==> config.mk <==
export PLATFORM = sky130hd
export DESIGN_NAME = lscc_back
export DESIGN_NICKNAME = d
export VERILOG_FILES = /design/src/hw/rtl/lscc_pkg.sv /design/src/hw/rtl/lscc_back.sv
export SDC_FILE = /design/constraint.sdc
export NUM_CORES = 1
export LEC_CHECK = 0
export BUFFER_PORTS_ARGS = -buffer_cell sky130_fd_sc_hd__buf_2
export CORE_ASPECT_RATIO = 1.5
export CORE_MARGIN = 2
export CORE_UTILIZATION = 40
export CTS_CLUSTER_DIAMETER = 150
export DETAILED_ROUTE_END_ITERATION = 8
export SLEW_MARGIN = 25
export SYNTH_ARGS = -nofsm -noshare
export SYNTH_HDL_FRONTEND = slang
export SYNTH_SLANG_ARGS = --single-unit
==> constraint.sdc <==
create_clock -name clk -period 1.93 [get_ports clk]
set_input_delay 0.2895 -clock clk [delete_from_list [all_inputs] [get_ports clk]]
set_output_delay 0.2895 -clock clk [all_outputs]
set_load 0.03 [all_outputs]
==> src/hw/rtl/lscc_pkg.sv <==
// Shared types and constants of the level-set cell classifier.
// Used by every module of the block; depends on nothing.
`default_nettype none

package lscc_pkg;

	localparam int MAX_FUNCTIONS = 16;
	localparam int SAMPLE_BITS   = 32;
	localparam int NUM_SAMPLES   = 9;
	localparam int NUM_EDGES     = 4;
	localparam int EPS_BITS      = 31;
	localparam int COLOR_BITS    = 8;
	localparam int FIDX_BITS     = 4;
	localparam int KCNT_BITS     = 5;

	localparam int CW   = SAMPLE_BITS + 4;
	localparam int MW   = SAMPLE_BITS + 3;
	localparam int LO_W = (MW + 1) / 2;
	localparam int HI_W = MW - LO_W;
	localparam int PW   = 2 * MW + 2;
	localparam int GW   = (MW > EPS_BITS) ? MW : EPS_BITS;

	localparam int QDEPTH = 4;
	localparam int QAW    = 2;

	localparam int IN_FIELD_BITS = NUM_SAMPLES * SAMPLE_BITS + 1 + COLOR_BITS;
	localparam int IN_BITS       = ((IN_FIELD_BITS + 7) / 8) * 8;
	localparam int OUT_BITS      = 24;

	localparam int unsigned EDGE_NODE [NUM_EDGES][3] = '{
		'{0, 3, 6}, '{2, 5, 8}, '{0, 1, 2}, '{6, 7, 8}
	};

	typedef enum logic [1:0] {
		LOC_INSIDE    = 2'd0,
		LOC_OUTSIDE   = 2'd1,
		LOC_INTERFACE = 2'd2
	} loc_t;

	typedef enum logic [1:0] {
		CLS_NEG   = 2'd0,
		CLS_POS   = 2'd1,
		CLS_CROSS = 2'd2
	} cls_t;

	typedef enum logic {
		ACT_INTERSECT = 1'b0,
		ACT_ADD       = 1'b1
	} act_t;

	typedef struct packed {
		cls_t                  cls;
		act_t                  action;
		logic [COLOR_BITS-1:0] color;
		logic                  last;
	} q_item_t;

	typedef struct packed {
		logic    push;
		q_item_t item;
	} q_wr_t;

	typedef struct packed {
		logic [QAW:0] count;
		q_item_t      head;
	} q_rd_t;

endpackage

`default_nettype wire

==> src/hw/rtl/lscc_back.sv <==
// Back part: applies classified functions to the cell state and drives result beats.
// Holds location and counters plus the output register; uses lscc_pkg.
`default_nettype none

module lscc_back import lscc_pkg::*; (
	input  wire                 clk,
	input  wire                 arst_n,
	input  q_rd_t               q_rd,
	output logic                pop,
	output logic                m_tvalid,
	input  wire                 m_tready,
	output logic [OUT_BITS-1:0] m_tdata,
	output logic                m_tlast
);

	loc_t                  loc_q, loc_n;
	logic [FIDX_BITS-1:0]  fcnt_q;
	logic [KCNT_BITS-1:0]  kcnt_q, kcnt_n;
	logic                  kept_n, clr_n;
	act_t                  kact_n;
	logic [COLOR_BITS-1:0] kclr_n;

	logic                  ov_q;
	loc_t                  o_loc_q;
	cls_t                  o_cls_q;
	logic                  o_kept_q, o_clr_q, o_last_q;
	act_t                  o_kact_q;
	logic [COLOR_BITS-1:0] o_kclr_q;
	logic [FIDX_BITS-1:0]  o_fidx_q;
	logic [KCNT_BITS-1:0]  o_kcnt_q;

	q_item_t it;
	assign it  = q_rd.head;
	assign pop = (q_rd.count != '0) && (!ov_q || m_tready);

	always_comb begin
		loc_n  = loc_q;
		kcnt_n = kcnt_q;
		kept_n = 1'b0;
		clr_n  = 1'b0;
		kact_n = ACT_INTERSECT;
		kclr_n = '0;
		case (it.cls)
			CLS_POS: begin
				if (it.action == ACT_INTERSECT) begin
					loc_n  = LOC_OUTSIDE;
					kcnt_n = '0;
					clr_n  = 1'b1;
				end
			end
			CLS_NEG: begin
				if (it.action == ACT_ADD) begin
					loc_n  = LOC_INSIDE;
					kcnt_n = '0;
					clr_n  = 1'b1;
				end
			end
			default: begin
				if (loc_q == LOC_INTERFACE
					|| (loc_q == LOC_INSIDE && it.action == ACT_INTERSECT)
					|| (loc_q == LOC_OUTSIDE && it.action == ACT_ADD)) begin
					loc_n  = LOC_INTERFACE;
					kept_n = 1'b1;
					kact_n = (kcnt_q == '0) ? ACT_INTERSECT : it.action;
					kclr_n = it.color;
					if (kcnt_q < KCNT_BITS'(MAX_FUNCTIONS)) begin
						kcnt_n = kcnt_q + 1'b1;
					end
				end
			end
		endcase
	end

	always_ff @(posedge clk or negedge arst_n) begin
		if (!arst_n) begin
			loc_q  <= LOC_INSIDE;
			fcnt_q <= '0;
			kcnt_q <= '0;
			ov_q   <= 1'b0;
		end else begin
			if (pop) begin
				ov_q <= 1'b1;
				if (it.last) begin
					loc_q  <= LOC_INSIDE;
					fcnt_q <= '0;
					kcnt_q <= '0;
				end else begin
					loc_q  <= loc_n;
					kcnt_q <= kcnt_n;
					if (fcnt_q < FIDX_BITS'(MAX_FUNCTIONS - 1)) begin
						fcnt_q <= fcnt_q + 1'b1;
					end
				end
			end else if (m_tready) begin
				ov_q <= 1'b0;
			end
		end
	end

	always_ff @(posedge clk) begin
		if (pop) begin
			o_loc_q  <= loc_n;
			o_cls_q  <= it.cls;
			o_kept_q <= kept_n;
			o_clr_q  <= clr_n;
			o_kact_q <= kact_n;
			o_kclr_q <= kclr_n;
			o_fidx_q <= fcnt_q;
			o_kcnt_q <= kcnt_n;
			o_last_q <= it.last;
		end
	end

	assign m_tvalid = ov_q;
	assign m_tlast  = o_last_q;
	assign m_tdata  = {o_kcnt_q, o_fidx_q, o_kclr_q, o_kact_q, o_clr_q, o_kept_q,
		o_cls_q, o_loc_q};

	a_kept_iface: assert property (@(posedge clk) disable iff (!arst_n)
		(ov_q && o_kept_q) |-> (o_loc_q == LOC_INTERFACE && o_cls_q == CLS_CROSS))
		else $error("kept result outside interface");
	a_clr_empty: assert property (@(posedge clk) disable iff (!arst_n)
		(ov_q && o_clr_q) |-> (o_kcnt_q == '0 && !o_kept_q))
		else $error("cleared result with kept entries");
	a_cell_reset: assert property (@(posedge clk) disable iff (!arst_n)
		(pop && it.last) |=> (loc_q == LOC_INSIDE && fcnt_q == '0 && kcnt_q == '0))
		else $error("state not reset after last function");
	a_hold: assert property (@(posedge clk) disable iff (!arst_n)
		(ov_q && !m_tready) |=> (ov_q && $stable(m_tdata)))
		else $error("result changed under stall");

endmodule

`default_nettype wire

# Word level (Yosys, flattened, before mapping)

Cells that the tools add are included.
W data, S select, Z words.

Flip-flop bits (word level): 37
Latch bits: 0
Bits in writable memories: 0
ROM bits: 0
Output and inout bits: 27
Memories: 0

Add/sub/neg operators: 2
Multiply operators: 0
Div/mod/pow operators: 0
Magnitude comparators: 2
Equality and inequality tests: 3
Shift-type cells: 0
Mux-type cells: 19
Bitwise operators: 2
Reduce and logical (&&, ||, !) cells: 17

Operators by type and width:

| kind                  | count |
|---|---|
| $mux W5               | 5 |
| $pmux W5 S2           | 1 |
| $mux W2               | 4 |
| $mux W4               | 2 |
| $add A5 B1 Y5 const B | 1 |
| $logic_not A5 Y1      | 1 |
| $lt A5 B5 Y1 const B  | 1 |
| $mux W1               | 5 |
| $add A4 B1 Y4 const B | 1 |
| $eq A2 B1 Y1 const B  | 2 |
| $logic_not A2 Y1      | 2 |
| $lt A4 B4 Y1 const B  | 1 |
| $pmux W2 S2           | 1 |
| $reduce_bool A2 Y1    | 2 |
| $reduce_or A4 Y1      | 1 |
| $logic_and A1 B1 Y1   | 3 |
| $logic_or A1 B1 Y1    | 3 |
| $reduce_bool A3 Y1    | 1 |
| $reduce_or A3 Y1      | 1 |
| $eq A2 B2 Y1 const B  | 1 |
| $not A1 Y1            | 2 |
| $pmux W1 S2           | 1 |
| $reduce_and A2 Y1     | 1 |
| $reduce_or A2 Y1      | 1 |
| $logic_not A1 Y1      | 1 |

# Depth between registers and ports, before layout

Word-level depth: 7
Gate-level depth with buffers: 6

# Worst setup path before layout

Ideal clock, no wire load.

Path type: register -> register
Start point: register ov_q (netlist: m_tvalid)
End point: register fcnt_q[3]
Library setup time: 0.078 ns
Arrival time: 1.860 ns
Data required time: 1.852 ns
Slack: -0.008 ns
Cell stages (with the launch flop): 7
Clock period less this slack: 1.938 ns
Path through: dfrtp_1 > nor2b_1 > or2_2 > buf_2 > inv_2 > a41oi_1 > a21oi_1

Word-level cells in the longest chain between the ends: 4

Ends and longest elaborated chain:

| what                               | line            | text |
|---|---|---|
| start: declaration                 | lscc_back.sv:23 | `logic ov_q;` |
| start signal: assignment           | lscc_back.sv:79 | `ov_q <= 1'b0;` |
| start signal: assignment           | lscc_back.sv:82 | `ov_q <= 1'b1;` |
| start signal: assignment           | lscc_back.sv:95 | `ov_q <= 1'b0;` |
| $logic_not A1 Y1                   | lscc_back.sv:34 | `assign pop = (q_rd.count != '0) && (!ov_q \|\| m_tready);` |
| $logic_or A1 B1 Y1                 | lscc_back.sv:34 |  |
| $logic_and A1 B1 Y1                | lscc_back.sv:34 |  |
| named net pop                      | lscc_back.sv:9  | `output logic pop,` |
| $reduce_and A2 Y1 (no source line) | -               |  |
| end signal: assignment             | lscc_back.sv:91 | `fcnt_q <= fcnt_q + 1'b1;` |
| end: declaration                   | lscc_back.sv:17 | `logic [FIDX_BITS-1:0] fcnt_q;` |

The timed path passes the listed nets, and every way through them passes these cells.
A chain may end at the register's enable or synchronous reset.

# Worst setup path in the final report

Start point: register ov_q (netlist: m_tvalid)
End point: output port pop

Word-level cells in the longest chain between the ends: 3

Ends and longest elaborated chain:

| what                | line |
|---|---|
| $logic_not A1 Y1    | lscc_back.sv:34 |
| $logic_or A1 B1 Y1  | lscc_back.sv:34 |
| $logic_and A1 B1 Y1 | lscc_back.sv:34 |
| end: declaration    | lscc_back.sv:9 |

No other way between the ends.

==> results <==
- The flow ran to the end, and the final reports show no timing, DRC or antenna violations.
- The routed layout has between 1000 and 1500 vias.
- CTS built an H-tree with a depth of 2.
- The signal on the critical path passes through nor2b_1 > or2_4 > inv_8 > buf_2.
- In the post-route analysis, the smallest setup slack over all paths is 0.134 ns.
- The delay of the slowest critical-path stage is 0.37 ns.
- The power density over the cells is 912 mW/mm2.
- The worst min-delay path class is in2reg.
- 0 antenna diodes ended up in the layout.
- Buffers added to address setup during post-CTS repair amount to 0.
- The final routed DRC violation total is 0.
- The share of the clock period used by the worst path after layout is between 90% and 100%.
- The required time of the critical path is 1.64 ns.
- The finished cells cover 0.00208 mm2.
- The clock-pin slew on the worst setup and hold paths is approximately 0.070 ns.
- The congestion estimate from routability-driven global placement came to 0.835.
- The flip-flop cell with the highest count after synthesis is edfxtp_1.
- The clock period could shrink to 1.80 ns.
- The setup TNS is 0 ns.
- The cell family contributing the most delay on the critical path is simple AND/OR/NAND/NOR gates.
- During synthesis, Yosys emitted a total of 0 warnings.
- For the final database, setup skew stands at 0.00314 ns.
- The number of instances in the synthesized netlist is 140.
- The maximum net fanout on the critical path is 12.
- The core region is around 0.0042 mm2.
- The count of flip-flops with a built-in enable after synthesis is 25.
- The floorplan row count is 29.
- In this run the tightest slew margin relative to its limit is 63.8%.
- In this run the cell area measured after placement is 0.00197 mm2.
- Setup violations remaining at the end of the flow were counted as 0.
- The post-route netlist has 33.9% of its cells at a drive strength greater than 1.
- The clock insertion delay at the later pin of the skew report is approximately 0.29 ns.
- The number of port buffers is 44.
- The minimum setup slack after placement is 0.179 ns.
- The post-synthesis cell type count is 45.
- The count of boundary I/O pins is 45.
- The register bit count reported by yosys is 37.
- The floorplan step set the die height to 84.2 um.
- The final layout contains 209 nets.
- The data arrival time of the worst path is roughly 1.5 ns.
- The critical path is of the reg2out type.
- At the pin with the least slew margin, the transition time is 0.539 ns.
- The first global-routing pass estimated around 5.6 mm of wire.
- The die covers 0.00484 mm2.
- In this run the mean area of a mapped cell was approximately 12 um2.
- The maximum buffer depth of the clock tree is 2.
- The number of clock sinks is 37.
- The library cells used most frequently in the layout, excluding fill and tap cells, are 44 x buf_2, 25 x edfxtp_1, 14 x nand2_1.
- The max-slew violation count was 0.
- The placed wire-length estimate is 2.51 mm.
- The cell with the largest stage delay on the worst path is dfrtp_1.
- After synthesis the cells add up to 0.00172 mm2.
- For this block, the routed nets add up to 3.43 mm of wire.
- The leakage power is 0.926 nW.
- The number of buffers created by CTS is 5.
- The root buffer cell is clkbuf_8.
- The part of the Yosys area used for sequential elements is 61.3%.
- Of all flip-flops after synthesis, the portion carrying an async set or reset was between 30% and 40%.
- The maximum VDD drop is 515 uV.
- From left edge to right edge, the die measures 57.5 um.
- The number of global-route vias before repair is 1190.
- Once the floorplan was initialized, standard cells occupied 41.1% of the core.
- The combined global-route utilization of all metal layers is 15.4%.
- Leaving out fill and tap cells, the most frequent cell in the layout is buf_2.
- Setup repair after global routing left no endpoint under its margin.
- After detailed routing, the average wire length per cell comes to 14.6 um.
- The post-detailed-route via-to-cell ratio is 5.36.
- The tool flagged a number of max-cap violations equal to 0.
- Once detail routing completed, the nets flagged for antenna violations numbered 0.
- The critical path contains buffers and inverters numbering 2 combined.
- The initial antenna violation count is 0.
- After global routing the overflow that remains totals 0.
- The TritonCTS clock tree is built.
- When the netlist entered floorplanning its net count stood at 161.
- The endpoint kind of the worst setup timing path is an output port.
- The number of search-and-repair iterations in the first detailed-routing pass is 4.
- The initial detailed-routing violation count is 23.
- Entering global routing, the biggest net connects 18 pins.
- The category of the worst setup path launch point is a register.
- The final number of hold-violating endpoints came to 0.
- The timing-limited maximum frequency is 557 MHz.
- The layout overhead on the synthesized area is 21.1%.
==> cell usage after synthesis (2+ instances only) <==
| master | count | area share (%) |
|---|---|---|
| edfxtp_1 | 25 | 44 |
| nand2_1 | 14 | 3.1 |
| dfrtp_1 | 12 | 18 |
| and2_1 | 8 | 2.9 |
| nor2_1 | 8 | 1.8 |
| inv_1 | 7 | 1.5 |
| a21oi_1 | 5 | 1.5 |
| mux2i_1 | 5 | 2.9 |
| nor2b_1 | 4 | 1.5 |
| nor3_1 | 4 | 1.2 |
| buf_4 | 3 | 1.3 |
| ha_1 | 3 | 2.2 |
| nand3_1 | 3 | 0.88 |
| o21ai_0 | 3 | 0.88 |
| buf_2 | 2 | 0.58 |
| clkbuf_1 | 2 | 0.44 |
| o211ai_1 | 2 | 0.88 |
| o211ai_2 | 2 | 1.5 |
| o41ai_1 | 2 | 1.0 |
==> where the power goes <==
part	internal (mW)	switching, mW	total (mW)
clock	0.250	0.261	0.511
sequential	0.941	0.0485	0.989
combinational	0.132	0.262	0.394
==> flip-flops by register name (all words and copies together) (netlist names) <==
signal    count
loc_q         2
o_kclr_q      8
o_clr_q       1
o_kact_q      1
kcnt_q        5
o_kcnt_q      5
o_kept_q      1
m_tvalid      1
fcnt_q        4
o_loc_q       2
m_tlast       1
o_fidx_q      4
o_cls_q       2
==> stage by stage <==
step           hold WS (ns)  instances  utilization (%)  total power [mW]
2_1_floorplan      -0.00609        140                -              1.28
3_3_place_gp          0.189        225             47.2              1.39
3_5_place_dp          0.196        225             47.2              1.40
4_1_cts               0.229        235             49.8              1.92
5_1_grt               0.225        235             49.8              1.99
6_report              0.231        235             49.8              1.89
==> layer usage <==
metal	GRT usage (%)	share of wire, %	vias up
met2	27.7	56	41
met5	0	0	-
met4	6.98	2.0	0
met1	15.7	37	607
met3	4.78	5.7	8
li1	-	-	603
==> cell families (layout without fill, tap and decap cells) <==
logic type / after synthesis / after routing / synth area share [%]
flops: 37 / 37 / 61.3
compound gates: 25 / 25 / 11.1
xor+xnor: 1 / 1 / 0.511
mux: 6 / 6 / 4.23
simple gates: 52 / 52 / 16.3
fa+ha+maj: 3 / 3 / 2.19
buf+inv: 16 / 65 / 4.45
==> final timing paths <==
path | start | end | slack (ns) | cells past startpoint
worst max register to register | loc_q[1] | kcnt_q[2] | 0.19 | 5
worst min-delay path | q_rd[10] | o_cls_q[0] | 0.23 | 1
max in group asynchronous | arst_n | loc_q[0] | 1.30 | 2
min in group asynchronous | arst_n | kcnt_q[0] | 0.40 | 2
worst max-delay path | m_tvalid | pop | 0.13 | 4
worst min register to register | fcnt_q[3] | o_fidx_q[3] | 0.53 | 0
==> layout make-up <==
type	instances	area (um2)
Timing Repair Buffer	47	245
Clock inverter	2	10.0
Multi-Input combinational cell	87	591
Clock buffer	6	72.6
Tap cell	46	57.6
Sequential cell	37	1050
Fill cell	378	2100
Inverter	9	43.8
Timing Repair inverter	1	6.26
==> timing repair <==
item,4_1_cts,5_1_grt
gates resized for setup,3,0
hold endpoints to repair,12,0
setup endpoints to repair,1,0
hold buffers,1,0
Power figures use the tool's default switching activity.
