[src/hw/rtl/lscc_pkg.sv]
// Shared types and constants of the level-set cell classifier.
// Used by every module of the block; depends on nothing.
`default_nettype none

package lscc_pkg;

	localparam int MAX_FUNCTIONS = 16;
	localparam int SAMPLE_BITS   = 32;
	localparam int NUM_SAMPLES   = 9;
	localparam int NUM_EDGES     = 4;
	localparam int EPS_BITS      = 31;
	localparam int COLOR_BITS    = 8;
	localparam int FIDX_BITS     = 4;
	localparam int KCNT_BITS     = 5;

	localparam int CW   = SAMPLE_BITS + 4;
	localparam int MW   = SAMPLE_BITS + 3;
	localparam int LO_W = (MW + 1) / 2;
	localparam int HI_W = MW - LO_W;
	localparam int PW   = 2 * MW + 2;
	localparam int GW   = (MW > EPS_BITS) ? MW : EPS_BITS;

	localparam int QDEPTH = 4;
	localparam int QAW    = 2;

	localparam int IN_FIELD_BITS = NUM_SAMPLES * SAMPLE_BITS + 1 + COLOR_BITS;
	localparam int IN_BITS       = ((IN_FIELD_BITS + 7) / 8) * 8;
	localparam int OUT_BITS      = 24;

	localparam int unsigned EDGE_NODE [NUM_EDGES][3] = '{
		'{0, 3, 6}, '{2, 5, 8}, '{0, 1, 2}, '{6, 7, 8}
	};

	typedef enum logic [1:0] {
		LOC_INSIDE    = 2'd0,
		LOC_OUTSIDE   = 2'd1,
		LOC_INTERFACE = 2'd2
	} loc_t;

	typedef enum logic [1:0] {
		CLS_NEG   = 2'd0,
		CLS_POS   = 2'd1,
		CLS_CROSS = 2'd2
	} cls_t;

	typedef enum logic {
		ACT_INTERSECT = 1'b0,
		ACT_ADD       = 1'b1
	} act_t;

	typedef struct packed {
		cls_t                  cls;
		act_t                  action;
		logic [COLOR_BITS-1:0] color;
		logic                  last;
	} q_item_t;

	typedef struct packed {
		logic    push;
		q_item_t item;
	} q_wr_t;

	typedef struct packed {
		logic [QAW:0] count;
		q_item_t      head;
	} q_rd_t;

endpackage

`default_nettype wire

[src/hw/rtl/lscc_queue.sv]
// Short queue between the classifying front and the state-update back.
// Register array with read and write pointers; uses lscc_pkg.
`default_nettype none

module lscc_queue import lscc_pkg::*; (
	input  wire   clk,
	input  wire   arst_n,
	input  q_wr_t q_wr,
	input  wire   pop,
	output q_rd_t q_rd
);

	q_item_t        mem_q [QDEPTH];
	logic [QAW-1:0] wptr_q, rptr_q;
	logic [QAW:0]   count_q;

	always_ff @(posedge clk or negedge arst_n) begin
		if (!arst_n) begin
			wptr_q  <= '0;
			rptr_q  <= '0;
			count_q <= '0;
		end else begin
			if (q_wr.push) begin
				wptr_q <= wptr_q + 1'b1;
			end
			if (pop) begin
				rptr_q <= rptr_q + 1'b1;
			end
			count_q <= count_q + (QAW+1)'(q_wr.push) - (QAW+1)'(pop);
		end
	end

	always_ff @(posedge clk) begin
		if (q_wr.push) begin
			mem_q[wptr_q] <= q_wr.item;
		end
	end

	assign q_rd.count = count_q;
	assign q_rd.head  = mem_q[rptr_q];

endmodule

`default_nettype wire

[config.mk]
export PLATFORM = sky130hd
export DESIGN_NAME = lscc_queue
export DESIGN_NICKNAME = d
export VERILOG_FILES = /design/src/hw/rtl/lscc_pkg.sv /design/src/hw/rtl/lscc_queue.sv
export SDC_FILE = /design/constraint.sdc
export NUM_CORES = 1
export LEC_CHECK = 0
export BUFFER_PORTS_ARGS = -buffer_cell sky130_fd_sc_hd__clkbuf_2
export CAP_MARGIN = 20
export CELL_PAD_IN_SITES_DETAIL_PLACEMENT = 0
export CELL_PAD_IN_SITES_GLOBAL_PLACEMENT = 1
export CORE_ASPECT_RATIO = 1.1
export CORE_UTILIZATION = 48
export DETAILED_ROUTE_END_ITERATION = 8
export PLACE_DENSITY = 0.87
export SYNTH_ARGS = -nofsm -noshare
export SYNTH_HDL_FRONTEND = slang
export SYNTH_SLANG_ARGS = --single-unit
[constraint.sdc]
create_clock -name clk -period 1.8 [get_ports clk]
set_input_delay 0.36 -clock clk [delete_from_list [all_inputs] [get_ports clk]]
set_output_delay 0.36 -clock clk [all_outputs]
set_load 0.005 [all_outputs]
Word level (Yosys, flattened, before mapping) --
Memories as Yosys holds them, arrays and structs flattened. Index checks and enable logic that the tools add are counted.
Word-level totals: word-level logic and storage cells 10, bits in writable memories 48, flip-flop bits (word level) 7, input bits 16, output and inout port bits 15, memories kept 1
Cells by class: muxes and demuxes 2, $add $sub $neg 4
Memories:
- mem_q | depth 4, width 12, read ports 1, clocked after Yosys merged registers in 0, wr ports 1, line lscc_queue.sv:13 | q_item_t mem_q [QDEPTH];
Operators with widths (number):
- 2-bit by 1-bit adder with 2-bit output (second input constant) | 2
- 3-bit by 1-bit adder with 3-bit output | 1
- 3-bit by 1-bit subtractor with 3-bit output | 1
- 1-bit two-way mux | 2

Longest topological paths before layout --
Gate-level depths: netlist (run 1).
depth after elaboration 2, gate-level depth with buffers 7, mapped depth without buffers 7

Worst setup path after synthesis (run 1) --
No wires, ideal clock.
kind flip-flop to flip-flop, start register count_q[0], end register count_q[2], stages on the path, launching flop included 8, period minus slack after synthesis 1.597 ns, path slack 0.203 ns, library setup time 0.080 ns, required time 1.720 ns, data arrival time 1.517 ns, buffers on the path 0, cell sequence dfrtp_1 > inv_1 > ha_1 > inv_1 > ha_1 > fa_1 > xnor2_1 > xnor2_1
On the way: word-level cells in the longest chain between the ends 2
RTL lines:
- from (decl) | line lscc_queue.sv:15 | logic [QAW:0] count_q;
- from (signal assigned) | line lscc_queue.sv:29 | count_q <= count_q + (QAW+1)'(q_wr.push) - (QAW+1)'(pop);
- 3-bit by 1-bit adder with 3-bit output | line lscc_queue.sv:29
- 3-bit by 1-bit subtractor with 3-bit output | line lscc_queue.sv:29
No other way between the ends. A chain may end at the register's enable or synchronous reset.

==> flow_metrics.tcl, run 1 <==
set metrics [dict create \
    status "complete, but fails checks" \
    violations "negative setup slack" \
    rsz0062_at_grt "true" \
    drv_cap 0 \
    cp_max_fo 8 \
    synth.distinct_cells 15 \
    synth_top_family_by_area "multiplexers" \
    cts_buffers 5 \
    tns_ns -0.846 \
    yosys.area_share.adder_pct 4.45 \
    muxShareOfSynthArea_pct 13.3 \
    fin_crit_ns 1.89 \
    yosys.area_share.simple_pct 1.52 \
    power_frac_clock_pct 18.5 \
    swShare_pct 28.9 \
    worst_path_max_delay_cell "mux4_2" \
    p_per_area_mw_per_mm2 1510 \
    crit-reg2reg-capture "count_q[2]" \
    slew_violations 0 \
    cp_top_family "multiplexers" \
    p_seq_share_pct 47.8 \
    ant_nets 0 \
    crit_path_end "q_rd[0]" \
    num_rows 25 \
    synth-compound-area-share_pct 0.234 \
    reg2regPathDepth 7 \
    setup_ws_ns -0.0874 \
    synth.yosys.seq_area_share_pct 75.6 \
    period_share_pct 105 \
    yosys_warnings 0 \
    crit_cells 3 \
    finalWirelength_mm 3.31 \
    ys_ff_latch 55 \
    p_leak_nw 0.945 \
    syn_to_final_growth_pct 17.0 \
    via_count 977 \
    max-slew-margin-rel_pct 87.0 \
    power_mw 3.77 \
    place_area_sq_mm 0.00239 \
    nNetsFinal 163 \
    critPathLaunchType "flop" \
    clock_sinks 55 \
    avgSynthCellArea_sq_um 22.5 \
    intPower_mw 2.68 \
    coreArea_sq_mm 0.00429 \
    rrSetupSlack_ns 0.14 \
    clk-insertion-delay-late_ns 0.30 \
    clk_pin_slew_ns 0.10 \
    crit_type "flop to output pin" \
    setup_violations 12 \
    overflow 0 \
    critical_path.max_stage_delay_ns 0.51 \
    final.setup_skew_ns 0.00273 \
    ios 31 \
    final_hold_viol_count 0 \
    drt-initial-drc-count 40 \
    min_from "pop" \
    synth_fp_nets 118 \
    n_antenna_cell 0 \
    drc 0 \
    cts-root-buf "clkbuf_8" \
    crit_start "rptr_q[0]" \
    critPathArrivalTime_ns 1.53 \
    required_ns 1.44 \
    place_ws_ns 0.0297 \
    drive_gt1_share_pct 42.6 \
    cts_tree "yes" \
    crit_chain "buf_12 > mux4_2 > clkbuf_2" \
    dp_hpwl_mm 2.32 \
    grt_pass1_wl_mm 5.31 \
    crit_path_end_kind "output pin" \
    h-tree-depth 2 \
    hold_class "input pin to flop" \
    synth_xor_area_share_pct 2.05 \
    tightest_slew_ns 0.196 \
    worst-path-buf-inv 2 \
    combPwrFrac_pct 33.7 \
    clk_path_buf_depth 2 \
    fin_cells 195 \
    antenna_found_initial 0 \
    postSynthCellCount 95 \
    fmax_mhz 530 \
    grt_pass1_vias 1070 \
    start_util_pct 49.9 \
    die-area_sq_mm 0.00472 \
    rr_startpoint "count_q[0]" \
    vias_per_cell 5.01 \
    synth_area_sq_mm 0.00214 \
    wire_per_inst_microns 17.0 \
    gp_congestion 0.679 \
    grt_start_max_net_pins 20 \
    dp.cells 184 \
    firstDrtPassIters 6 \
    io_buffers 30 \
    track_usage_pct 16.3 \
    die_width_microns 65.6 \
    die_height_microns 72.0 \
    fin_area_sq_mm 0.00250 \
    ir_worst_vdd_mv 0.857 \
    p_switching_mw 1.09 \
]
-- worst register-to-register path: stages, from the launching register on --
cell and delay (ns):
dfrtp_1 0.35, inv_1 0.05, ha_1 0.26, inv_1 0.04, ha_1 0.18, fa_1 0.37, xnor2_1 0.20, xnor2_1 0.14
-- state kept, by name (all words and copies together), names as in the netlist --
name and flops:
count_q 3, mem_q 48, rptr_q 2, wptr_q 2
-- timing repair --
action	4_1_cts	5_1_grt
setup endpoints to repair	12	12
resized for setup	5	0
buffers inserted	1	1
gates cloned	0	0
endpoints found under the hold margin	7	0
hold buffers	1	0
-- per-layer routing --
metal | up-vias | GRT usage [%] | share of wire [%]
li1 | 458 | - | -
met1 | 495 | 18.8 | 39
met2 | 19 | 27.9 | 55
met3 | 5 | 5.82 | 4.0
met4 | 0 | 5.80 | 1.6
met5 | - | 0 | 0
-- cells in the mapped netlist --
cell / count / share of area, %
edfxtp_1: 48 / 67
dfrtp_1: 7 / 8.2
mux4_1: 4 / 4.9
buf_2: 1 / 0.23
xor2_1: 2 / 0.82
inv_1: 6 / 1.1
buf_6: 1 / 0.53
nand2_1: 2 / 0.35
xnor2_1: 3 / 1.2
ha_1: 6 / 3.5
o21ai_0: 1 / 0.23
fa_1: 1 / 0.94
and2_1: 4 / 1.2
buf_12: 1 / 0.94
mux4_2: 8 / 8.4
-- worst min path at each step --
stage	end	depth (start not counted)
finish	rptr_q[0]	2
global route	mem_q[0][6]	1
CTS	rptr_q[0]	2
detailed placement	count_q[0]	1
global placement	wptr_q[0]	1
floorplan	count_q[0]	0
-- placed cells by master (no fill, tap or decap), drive strengths merged --
cell / netlist / final
fa: 1 / 1
ha: 6 / 6
buf: 3 / 10
and2: 4 / 4
clkinv: 0 / 1
mux4: 12 / 12
xor2: 2 / 2
inv: 6 / 7
clkbuf: 0 / 35
clkinvlp: 0 / 1
nand2: 2 / 2
xnor2: 3 / 3
o21ai: 1 / 1
dfrtp: 7 / 7
edfxtp: 48 / 48
dlygate4sd3: 0 / 1
-- area by class of cell --
class | instances | area, sq um
Clock inverter | 3 | 27.5
Timing Repair Buffer | 41 | 251
Multi-Input combinational cell | 31 | 447
Clock buffer | 5 | 68.8
Sequential cell | 55 | 1620
Tap cell | 54 | 67.6
Fill cell | 316 | 1780
Inverter | 6 | 22.5
-- stage by stage --
step / hold slack (ns) / util, %
floorplan: 0.0644 / -
global placement: 0.202 / 55.8
detailed placement: 0.213 / 55.8
CTS: 0.253 / 58.2
global route: 0.246 / 58.4
finish: 0.257 / 58.4
-- power by group through the flow --
| stage | sequential [mW] | clock [mW] | combinational (mW) |
|---|---|---|---|
| finish | 1.80 | 0.697 | 1.27 |
| detailed placement | 1.83 | 0 | 1.24 |
| global route | 1.83 | 0.759 | 1.41 |
| CTS | 1.81 | 0.710 | 1.29 |
| floorplan | 1.80 | 0 | 0.789 |
| global placement | 1.81 | 0 | 1.19 |
-- kinds of logic (layout without fill, tap and decap cells) --
| kind of cell | Yosys count | after routing |
|---|---|---|
| buf+inv | 9 | 55 |
| simple gates | 6 | 6 |
| xor+xnor | 5 | 5 |
| compound gates | 1 | 1 |
| mux | 12 | 12 |
| fa+ha+maj | 7 | 7 |
| flops | 55 | 55 |
Note: power is estimated with default switching activity, not from simulation.
==> run 2, diff against run 1 <==
--- a/config.mk
+++ b/config.mk
@@ -13,6 +13,7 @@
 export CORE_UTILIZATION = 48
 export DETAILED_ROUTE_END_ITERATION = 8
 export PLACE_DENSITY = 0.87
+export SETUP_SLACK_MARGIN = 0.4
 export SYNTH_ARGS = -nofsm -noshare
 export SYNTH_HDL_FRONTEND = slang
 export SYNTH_SLANG_ARGS = --single-unit
==> run 2 against run 1 <==
The run still ends with negative setup slack left; final area up 0.40%; clock skew up 0.0028 ns; die area unchanged; critical path depth unchanged; sequential power about the same; global-route usage down 0.87 points; final cell count down 1.0%; combinational power about the same; critical endpoint is now q_rd[10]; largest cell class unchanged.
==> flow_metrics.tcl, run 2 (synthesis gave the netlist of run 1 again) <==
set metrics [dict create \
    grt_pass1_wl_mm 5.04 \
    start_util_pct 49.9 \
    fin_cells 193 \
    fin_crit_ns 1.89 \
    intPower_mw 2.67 \
    swShare_pct 29.0 \
    setup_violations 12 \
    rrSetupSlack_ns 0.20 \
    io_buffers 30 \
    hold_depth 1 \
    p_seq_share_pct 48.0 \
    power_frac_clock_pct 17.6 \
    worst_path_max_delay_cell "mux4_2" \
    cts_setup_buffers 0 \
    setup_ws_ns -0.0901 \
    drc 0 \
    seqCellArea_sq_mm 0.00162 \
    nNetsFinal 161 \
    die_height_microns 72.0 \
    place_ws_ns 0.0614 \
    top_layer_used "met4" \
    violations "negative setup slack" \
    cts_buffers 5 \
    crit_chain "buf_4 > mux4_2 > clkbuf_2" \
    clk_path_buf_depth 2 \
    met1_length_mm 1.22 \
    n_antenna_cell 0 \
    critPathArrivalTime_ns 1.53 \
    num_rows 25 \
    required_ns 1.44 \
    via_count 983 \
    p_per_area_mw_per_mm2 1500 \
    crit-reg2reg-capture "count_q[2]" \
    die_width_microns 65.6 \
    critical_path.max_stage_delay_ns 0.52 \
    ir_worst_vdd_mv 0.825 \
    tightest_slew_ns 0.202 \
    drv_cap 0 \
    layout_commonest_cell "edfxtp_1" \
    top_regs "mem_q (48), count_q (3)" \
    fmax_mhz 529 \
    ios 31 \
    finalWirelength_mm 3.21 \
    drive_gt1_share_pct 46.8 \
    multi_input_area_sq_um 483 \
    critPathLaunchType "flop" \
    met2WireLength_mm 1.79 \
    grt_start_max_net_pins 19 \
    grt_pass1_vias 1021 \
    met3WireLength_microns 134 \
    wire_per_inst_microns 16.6 \
    dp_hpwl_mm 2.22 \
    period_share_pct 105 \
    min_from "q_wr[5]" \
    fillers 308 \
    firstDrtPassIters 4 \
    hold_class "input pin to flop" \
    crit_path_end_kind "output pin" \
    drt-initial-drc-count 23 \
    crit_type "flop to output pin" \
    p_switching_mw 1.09 \
    die-area_sq_mm 0.00472 \
    coreArea_sq_mm 0.00429 \
    reg2regPathDepth 7 \
    final_hold_viol_count 0 \
    cts-root-buf "clkbuf_8" \
    regMostFlops "mem_q" \
    overflow 0 \
    most-common-layout-cells "edfxtp_1, clkbuf_2, mux4_2, dfrtp_1, buf_4" \
    ant_nets 0 \
    clk-insertion-delay-late_ns 0.30 \
    final.setup_skew_ns 0.00553 \
    combPwrFrac_pct 34.4 \
    slew_violations 0 \
    clock_sinks 55 \
    clk_pin_slew_ns 0.10 \
    gp_congestion 0.652 \
    rsz0062_at_grt "true" \
    h-tree-depth 2 \
    syn_to_final_growth_pct 17.5 \
    rr_startpoint "count_q[0]" \
    track_usage_pct 15.4 \
    cp_max_fo 6 \
    tns_ns -0.738 \
    cts_tree "yes" \
    min_to "mem_q[2][5]" \
    status "complete, but fails checks" \
    p_leak_nw 0.938 \
    max-slew-margin-rel_pct 86.6 \
    dp.cells 184 \
    largest_register_ffs 48 \
    vias_per_cell 5.09 \
    antenna_found_initial 0 \
]
==> run 2: cell types whose count changed in the layout (fill, tap and decap cells not counted), sizes merged <==
cell | previous run | this run
clkinv | 1 | 2
clkinvlp | 1 | 0
buf | 10 | 8
==> run 2: through the flow <==
step / power (mW) / utilization (%) / hold WS [ns] / area (sq um)
after floorplan: 2.59 / - / 0.0644 / 2140
after global placement: 2.97 / 55.6 / 0.203 / 2380
after CTS: 3.76 / 58.0 / 0.261 / 2480
after detailed placement: 3.04 / 55.6 / 0.212 / 2380
after global routing: 4.00 / 58.6 / 0.253 / 2510
final: 3.76 / 58.6 / 0.267 / 2510
==> run 2: layer usage <==
metal | vias to the layer above | GRT usage [%]
met4 | 0 | 7.97
met1 | 502 | 17.6
met3 | 7 | 4.09
li1 | 452 | -
met2 | 22 | 26.5
met5 | - | 0
==> run 2: cell type report <==
class / instances / share of cell area, %
Inverter: 6 / 0.997
Timing Repair Buffer: 39 / 9.07
Sequential cell: 55 / 64.4
Clock buffer: 5 / 2.74
Tap cell: 54 / 2.69
Multi-Input combinational cell: 31 / 19.2
Clock inverter: 3 / 0.897
==> run 2: how the worst max path moves through the flow <==
| stage | end | slack, ns | cells after the start | start |
|---|---|---|---|---|
| final | q_rd[10] | -0.09 | 3 | rptr_q[0] |
| after global routing | q_rd[10] | -0.17 | 3 | rptr_q[0] |
| after CTS | q_rd[6] | -0.11 | 3 | rptr_q[0] |
| after detailed placement | count_q[2] | 0.06 | 7 | pop |
| after global placement | count_q[2] | 0.15 | 7 | pop |
| after floorplan | count_q[2] | 0.25 | 7 | count_q[0] |
==> run 2: power groups by stage <==
stage / Sequential (mW) / Combinational [mW] / Clock, mW
floorplan: 1.80 / 0.793 / 0
global placement: 1.80 / 1.17 / 0
detailed placement: 1.82 / 1.22 / 0
CTS: 1.80 / 1.28 / 0.678
global route: 1.83 / 1.44 / 0.728
finish: 1.80 / 1.29 / 0.661
==> run 2: worst max-delay path: cells and delay by family (launching register included) <==
| family | cells | cell delay (ns) |
|---|---|---|
| buf+inv | 2 | 0.32 |
| mux | 1 | 0.52 |
| flops | 1 | 0.38 |
==> run 2: repair_timing <==
item | CTS | global route
hold endpoints to repair | 7 | 0
endpoints found under the setup margin | 24 | 24
resized for setup | 8 | 6
gates cloned | 0 | 0
hold buffers | 1 | 0
==> run 3, diff against run 2 <==
--- a/config.mk
+++ b/config.mk
@@ -5,7 +5,7 @@
 export SDC_FILE = /design/constraint.sdc
 export NUM_CORES = 1
 export LEC_CHECK = 0
-export BUFFER_PORTS_ARGS = -buffer_cell sky130_fd_sc_hd__clkbuf_2
+export BUFFER_PORTS_ARGS = -buffer_cell sky130_fd_sc_hd__buf_2
 export CAP_MARGIN = 20
 export CELL_PAD_IN_SITES_DETAIL_PLACEMENT = 0
 export CELL_PAD_IN_SITES_GLOBAL_PLACEMENT = 1
@@ -13,6 +13,7 @@
 export CORE_UTILIZATION = 48
 export DETAILED_ROUTE_END_ITERATION = 8
 export PLACE_DENSITY = 0.87
+export REMOVE_ABC_BUFFERS = 1
 export SETUP_SLACK_MARGIN = 0.4
 export SYNTH_ARGS = -nofsm -noshare
 export SYNTH_HDL_FRONTEND = slang
==> run 3 against run 2 <==
The run still ends with negative setup slack left; utilization grew 0.76 points; die area is the same; first-iteration DRC count grew 52%; combinational power grew 4%; sequential power is essentially flat.
==> flow_metrics.tcl, run 3 (synthesis gave the netlist of run 1 again) <==
set metrics [dict create \
    status "complete, but fails checks" \
    violations "negative setup slack" \
    die_width_microns 65.6 \
    drt-initial-drc-count 35 \
    critPathArrivalTime_ns 1.53 \
    drive_gt1_share_pct 45.4 \
    overflow 0 \
    p_per_area_mw_per_mm2 1540 \
    final.setup_skew_ns 0.00360 \
    grt_pass1_wl_mm 5.38 \
    max-slew-margin-rel_pct 87.8 \
    hold_depth 1 \
    coreArea_sq_mm 0.00429 \
    rsz0062_at_grt "true" \
    antenna_found_initial 0 \
    clk-insertion-delay-late_ns 0.30 \
    cts-root-buf "clkbuf_8" \
    power_mw 3.91 \
    min_to "mem_q[3][5]" \
    most-common-layout-cells "edfxtp_1, buf_2, mux4_2, buf_4" \
    n_antenna_cell 0 \
    setup_violations 12 \
    clk_pin_slew_ns 0.08 \
    h-tree-depth 2 \
    track_usage_pct 16.8 \
    place_ws_ns 0.0370 \
    ir_worst_vdd_mv 0.855 \
    wire_per_inst_microns 17.0 \
    gp_congestion 0.655 \
    reg2regPathDepth 7 \
    clk_path_buf_depth 2 \
    drc 0 \
    grt_pass1_vias 1092 \
    final_hold_viol_count 0 \
    final_util_pct 59.4 \
    regMostFlops "mem_q" \
    num_rows 25 \
    largest_register_ffs 48 \
    syn_to_final_growth_pct 19.0 \
    finalWirelength_mm 3.32 \
    hold_ws_ns 0.271 \
    firstDrtPassIters 4 \
    rr_startpoint "count_q[0]" \
    required_ns 1.44 \
    p_leak_nw 0.957 \
    ant_nets 0 \
    tightest_slew_ns 0.183 \
    top_regs "mem_q (48), count_q (3)" \
    die_height_microns 72.0 \
    hold_class "input pin to flop" \
    fin_crit_ns 1.89 \
    vias_per_cell 5.01 \
    via_count 977 \
    top_layer_used "met4" \
    cts_tree "yes" \
    cts_buffers 5 \
    min_from "q_wr[5]" \
    layout_commonest_cell "edfxtp_1" \
    dp_hpwl_mm 2.40 \
    crit_start "rptr_q[0]" \
    met2WireLength_mm 1.92 \
    drv_cap 0 \
    slew_violations 0 \
    die-area_sq_mm 0.00472 \
    start_util_pct 49.9 \
    crit_type "flop to output pin" \
    fmax_mhz 529 \
    met1_length_mm 1.18 \
    ios 31 \
    grt_start_max_net_pins 17 \
    clock_sinks 55 \
    place_area_sq_mm 0.00240 \
    nNetsFinal 163 \
    setup_ws_ns -0.0893 \
    critPathLaunchType "flop" \
    fillers 321 \
    io_buffers 30 \
    rrSetupSlack_ns 0.23 \
    period_share_pct 105 \
    fin_area_sq_mm 0.00254 \
    crit-reg2reg-capture "count_q[2]" \
    crit_path_end_kind "output pin" \
    cp_max_fo 6 \
    met3WireLength_microns 147 \
]
run 3: cell types whose count changed in the layout (fill, tap and decap cells not counted), moves of 2 or more:
cell / previous run / this run
buf_4: 6 / 8
clkbuf_2: 30 / 0
inv_1: 4 / 6
ha_4: 2 / 0
buf_2: 0 / 28
run 3: routing by layer:
metal  GRT usage (%)  vias to the layer above
met5               0                        -
met4            7.25                        0
met3            4.72                        5
met2            30.4                       25
met1            17.9                      490
li1                -                      457
run 3: worst max-delay path, cell delays in order, from the launching register on:
cell and delay [ns]:
dfrtp_2 0.42, buf_8 0.15, mux4_2 0.52, buf_2 0.15
run 3: stage by stage:
| step | setup TNS (ns) | instances |
|---|---|---|
| 4_1_cts | -0.947 | 195 |
| 3_3_place_gp | 0 | 185 |
| 5_1_grt | -1.46 | 195 |
| 6_report | -0.670 | 195 |
| 2_1_floorplan | 0 | 92 |
| 3_5_place_dp | 0 | 185 |
run 3: repair_timing:
| item | CTS | global route |
|---|---|---|
| endpoints found under the setup margin | 21 | 14 |
| pin swaps | 1 | 0 |
| hold buffers | 1 | 0 |
| setup buffers | 1 | 0 |
| gates resized for setup | 10 | 3 |
| endpoints found under the hold margin | 7 | 0 |
run 3: how the worst max path moves through the flow:
| stage | slack, ns | depth (start not counted) | end |
|---|---|---|---|
| global route | -0.15 | 3 | q_rd[10] |
| floorplan | 0.09 | 1 | q_rd[0] |
| CTS | -0.13 | 3 | q_rd[10] |
| finish | -0.09 | 3 | q_rd[10] |
| detailed placement | 0.04 | 7 | count_q[2] |
| global placement | 0.09 | 7 | count_q[2] |
run 3: cell type report:
type	count	area [sq um]	area share, %
Inverter	6	22.5	0.885
Sequential cell	55	1620	63.6
Tap cell	54	67.6	2.66
Multi-Input combinational cell	31	460	18.1
Timing Repair Buffer	41	268	10.5
Clock buffer	5	68.8	2.71
Clock inverter	3	38.8	1.52
run 3: power breakdown:
part	total, mW	internal [mW]	switching, mW
sequential	1.82	1.70	0.119
clock	0.757	0.407	0.350
combinational	1.34	0.757	0.579
total	3.91	2.86	1.05
